`config.mk`:
```
export PLATFORM = sky130hd
export DESIGN_NAME = bfw_cubic
export DESIGN_NICKNAME = d
export VERILOG_FILES = /design/src/hw/rtl/assert_macros.svh /design/src/hw/rtl/bfw_pkg.sv /design/src/hw/rtl/bfw_cubic.sv
export SDC_FILE = /design/constraint.sdc
export NUM_CORES = 2
export LEC_CHECK = 0
export BUFFER_PORTS_ARGS = -buffer_cell sky130_fd_sc_hd__buf_4
export CELL_PAD_IN_SITES_DETAIL_PLACEMENT = 1
export CELL_PAD_IN_SITES_GLOBAL_PLACEMENT = 1
export CORE_MARGIN = 2
export CORE_UTILIZATION = 49
export DETAILED_ROUTE_END_ITERATION = 8
export PLACE_DENSITY_LB_ADDON = 0.1
export SLEW_MARGIN = 20
export SYNTH_ARGS = -nofsm -noshare
export SYNTH_HDL_FRONTEND = slang
export SYNTH_SLANG_ARGS = --single-unit
export TNS_END_PERCENT = 50
```
`constraint.sdc`:
```
create_clock -name i_clk -period 8.8 [get_ports i_clk]
set_clock_uncertainty 0.05 [all_clocks]
set_input_delay 1.76 -clock i_clk [delete_from_list [all_inputs] [get_ports i_clk]]
set_output_delay 1.76 -clock i_clk [all_outputs]
set_load 0.02 [all_outputs]
```
`src/hw/rtl/assert_macros.svh`:
```
// ----------------------------------------------------------------------------
// Assertion macros
// Shared helpers for concurrent assertions clocked by i_clk.
// ----------------------------------------------------------------------------
`ifndef ASSERT_MACROS_SVH
`define ASSERT_MACROS_SVH

// Checked at every clock edge outside reset.
`define ASSERT_CLK(lbl, prop, msg) \
    lbl: assert property (@(posedge i_clk) disable iff (!i_rst_n) prop) \
        else $error(msg);

// Checked at every clock edge, reset included.
`define ASSERT_RST(lbl, prop, msg) \
    lbl: assert property (@(posedge i_clk) prop) \
        else $error(msg);

`endif

```
`src/hw/rtl/bfw_pkg.sv`:
```
// ----------------------------------------------------------------------------
// Bicubic flow warp package
// Sizes, word types and codes shared by the warp unit modules.
// ----------------------------------------------------------------------------
package bfw_pkg;

    localparam int MAX_WIDTH    = 512;
    localparam int MAX_HEIGHT   = 512;
    localparam int MAX_CHANNELS = 4;
    localparam int STORE_DEPTH  = MAX_WIDTH * MAX_HEIGHT * MAX_CHANNELS;
    localparam int ADDR_W       = $clog2(STORE_DEPTH);
    localparam int FRAME_W      = ADDR_W + 1;
    localparam int DIM_W        = 10;
    localparam int CH_W         = 3;
    localparam int POS_W        = $clog2(MAX_WIDTH);
    localparam int LANE_W       = 2;
    localparam int STRIDE_W     = DIM_W + CH_W;
    localparam int ACC_W        = 64;

    // Configuration register indexes.
    localparam logic [1:0] REG_WIDTH    = 2'd0;
    localparam logic [1:0] REG_HEIGHT   = 2'd1;
    localparam logic [1:0] REG_CHANNELS = 2'd2;

    // Opcodes of an input word.
    localparam logic OP_LOAD = 1'b0;
    localparam logic OP_WARP = 1'b1;

    typedef logic signed [ACC_W-1:0] t_acc;

    typedef struct packed {
        logic               opcode;
        logic signed [15:0] sample_value;
        logic signed [15:0] flow_dx;
        logic signed [15:0] flow_dy;
    } t_in;

    typedef struct packed {
        logic signed [23:0] warped_value;
        logic               value_valid;
        logic [1:0]         channel_index;
        logic               last_channel;
    } t_out;

    // Request to the cubic unit.
    typedef struct packed {
        logic       start;
        logic [4:0] t;
    } t_cub_req;

endpackage

```
`src/hw/rtl/bfw_cubic.sv`:
```
// ----------------------------------------------------------------------------
// Keys cubic unit
// Evaluates 65536 times the Keys cubic (a = -0.5) at T/32 by Horner steps,
// one multiply by the fraction per cycle.
// ----------------------------------------------------------------------------
module bfw_cubic (
    input  logic              i_clk,
    input  logic              i_rst_n,
    input  bfw_pkg::t_cub_req i_req,
    input  bfw_pkg::t_acc     i_v [4],
    output logic              o_done,
    output bfw_pkg::t_acc     o_result
);
    import bfw_pkg::*;

    t_acc             r_acc;
    t_acc             r_k [3];
    logic [4:0]       r_t;
    logic [1:0]       r_step;
    logic             r_busy;
    logic             r_done;
    t_acc             a_term;
    t_acc             b_term;
    t_acc             c_term;
    t_acc             d_term;
    logic signed [ACC_W+5:0] prod;

    // Polynomial coefficients from the four samples.
    always_comb begin
        a_term = 3 * (i_v[1] - i_v[2]) + i_v[3] - i_v[0];
        b_term = (2 * i_v[0] - 5 * i_v[1] + 4 * i_v[2] - i_v[3]) <<< 5;
        c_term = (i_v[2] - i_v[0]) <<< 10;
        d_term = i_v[1] <<< 16;
    end

    assign prod = r_acc * $signed({1'b0, r_t});

    // Horner sequence: three multiply-add steps.
    always_ff @(posedge i_clk) begin
        if (!i_rst_n) begin
            r_busy <= 1'b0;
            r_done <= 1'b0;
            r_step <= 2'd0;
        end else begin
            r_done <= 1'b0;
            if (i_req.start) begin
                r_busy <= 1'b1;
                r_step <= 2'd0;
            end else if (r_busy) begin
                r_step <= r_step + 2'd1;
                if (r_step == 2'd2) begin
                    r_busy <= 1'b0;
                    r_done <= 1'b1;
                end
            end
        end
    end

    // Operand and accumulator registers.
    always_ff @(posedge i_clk) begin
        if (i_req.start) begin
            r_acc  <= a_term;
            r_k[0] <= b_term;
            r_k[1] <= c_term;
            r_k[2] <= d_term;
            r_t    <= i_req.t;
        end else if (r_busy) begin
            r_acc <= r_k[r_step] + prod[ACC_W-1:0];
        end
    end

    assign o_done   = r_done;
    assign o_result = r_acc;

endmodule
```
==> results.toml <==
[outcome]
outcome = "completed"

[setup_path]
critPathKind = "in -> reg"
endpoint_kind = "register"
r2r_end = "o_result[63]"
r2r_slack_ns = 1.61
critPathMaxFanout = 5
critPathLaunchType = "input pin"
reg2reg_from = "r_t[1]"
cpPeakStageDelay_ns = 0.49
cp.required_ns = 9.02
critPathBufInv = 5
worst_ep_arrival_time_ns = 8.66
rr_worst_depth = 18
critPathTopFamily = "compound AO/OA/AOI/OAI gates"
cpMaxStageDelayCell = "fa_1"

[clocking]
cts_max_level = 2
clkTransAtPathRegs_ns = 0.06
cts_inserted_buffers = 34
postCtsHoldBufs = 0
cts-root-buf = "clkbuf_16"
tritoncts = "done"
clock_latency_ns = 0.57
cts_max_path_buffers = 3
cts_sinks = 236

[synth]
seq_area_frac_synth_pct = 16.1
syn_area_um2 = 43500
ys_async_sr_fraction_pct = 0
ys.flop_type = "edfxtp_1"
syn-num-nets = 6082
syn_area_per_cell_um2 = 9.18
ys_warn_count = 0
synth.distinct_cells = 103
ys_ff_latch = 236
synthCells = 4745
synth_enable_flop_cells = 230

[cells_and_area]
fill_cells = 10200
syn_to_final_growth_pct = 13.0
final_cell_mix = "inv_1, ha_1, fa_1"
final_common_cell = "inv_1"
layout-drive-gt1-share_pct = 12.0
fin_nets = 6460
design_area_um2 = 49200
n_antenna_cell = 0

[sta]
grt_setup_unrepaired = "yes"
hold_violations = 0
worst_pin_slew_ns = 1.20
period_share_pct = 96.0
maxSlewHeadroom_pct = 18.8
setup_violations = 0
fmax_mhz = 118
maxSlewViolCount = 0
min_period_ns = 8.44

[job]
maxCapViolations = 0

[route]
drt_iter0_drc = 2536
viasPerCell = 5.77
drc = 0
avgRoutedWirePerCell_um = 23.6
wirelength_um = 149000
vias = 36431
dr.pass1.iters = 5
ant_nets = 0

[floorplan]
row_count = 109
die_x_um = 302
fp.dieH_um = 302
die_area_um2 = 91300
coreArea_um2 = 88200
initial_core_util_pct = 49.3
io_pins = 329

[global_routing]
grt_max_degree = 68
grt_util_all_layers_pct = 32.9
grt-ovfl-total = 0
grt_antenna_before_repair = 0
grt_pass1_vias = 39328
grt_pass1_wl_um = 230000

[worst_hold_path]
hp-start = "r_busy"
min_path_cells = 2
hold_class = "reg -> reg"
holdPathEnd = "o_done"

[placement]
place_hpwl_um = 126000
numPortBuffers = 328
gp_congestion = 0.955
place_area_um2 = 48100
[routing by layer]
layer / GRT usage (%) / up-vias / part of all wire [%]
li1: - / 16735 / -
met1: 45.3 / 18549 / 44
met2: 55.0 / 946 / 48
met3: 3.57 / 201 / 5.2
met4: 9.12 / 0 / 2.9
met5: 0 / - / 0
[worst register-to-register path: cells and delay by family, from the launching register on]
family | cells | cell delay (ns)
adders and majority gates | 5 | 2.45
buffers and inverters | 1 | 0.06
and+or+nand+nor | 3 | 0.66
AOI/OAI and AO/OA | 8 | 2.42
DFF | 1 | 1.09
xor gates and xnor gates | 1 | 0.17
[worst max-delay path by stage]
stage | to | cells past startpoint | slack (ns) | start
6_report | o_result[62] | 33 | 0.36 | i_v[64]
5_1_grt | o_result[63] | 33 | -0.004 | i_v[128]
4_1_cts | o_result[63] | 34 | 0.14 | i_v[128]
3_5_place_dp | o_result[63] | 34 | -0.34 | i_v[128]
3_3_place_gp | o_result[63] | 34 | -0.27 | i_v[128]
2_1_floorplan | o_result[63] | 31 | 0.64 | i_v[90]
[area by class of cell]
class / instances / area, µm² / share of cell area (%)
Multi-Input combinational cell: 3625 / 33100 / 67.3
Clock inverter: 20 / 201 / 0.409
Timing Repair Buffer: 490 / 3740 / 7.61
Sequential cell: 236 / 7030 / 14.3
Inverter: 736 / 2760 / 5.61
Clock buffer: 40 / 895 / 1.82
Tap cell: 1165 / 1460 / 2.96
[flip-flops by register name, indices dropped and copies added (netlist names), named ones only]
| name | count |
|---|---|
| o_done | 1 |
| r_step | 2 |
| o_result | 64 |
| r_t | 5 |
| r_busy | 1 |
| r_k | 161 |
[Yosys cell counts, types with 11 or more instances]
library cell	count	area share, %
and3_1	39	0.56
o211ai_1	13	0.22
o21ai_0	188	2.2
nor3_1	49	0.56
inv_1	735	6.3
nand2_1	443	3.8
fa_1	532	24
xnor2_1	184	3.7
a21oi_1	311	3.6
clkbuf_1	128	1.1
o21a_1	40	0.69
and2_1	151	2.2
or2_2	11	0.16
a211oi_1	22	0.38
xor2_1	113	2.3
ha_1	541	16
mux2i_1	71	1.6
o21bai_1	41	0.71
nand2b_1	50	0.72
o21ai_1	54	0.62
nand4_1	56	0.80
nor2b_1	40	0.57
edfxtp_1	230	16
a31oi_1	25	0.36
nand3_1	57	0.66
o31ai_1	23	0.40
a21o_1	193	3.3
nor2_1	187	1.6
[through the flow]
step	TNS (ns)	utilization [%]	setup slack, ns	std cells	hold slack [ns]
finish	0	55.8	0.356	6312	0.464
global route	-0.00445	55.8	-0.00445	6312	0.505
CTS	0	55.7	0.144	6311	0.462
detailed placement	-0.443	54.5	-0.343	6251	0.450
global placement	-0.271	54.5	-0.271	6251	0.440
floorplan	0	-	0.638	4745	0.414
[kinds of logic after synthesis]
family	after synthesis	share of synthesized area (%)
flops	236	16.1
buf+inv	884	7.89
compound gates	1056	15.9
mux	76	1.76
simple gates	1123	12.3
fa+ha+maj	1073	40.0
xor+xnor	297	5.97
[timing repair]
action                                  CTS  global route
setup buffers                             0             0
endpoints found under the setup margin    0             2
gates resized for setup                   0             4
Power is left out: the tool's default activity adds up to more than one toggle a clock period on the data nets, which glitch-free logic cannot reach.
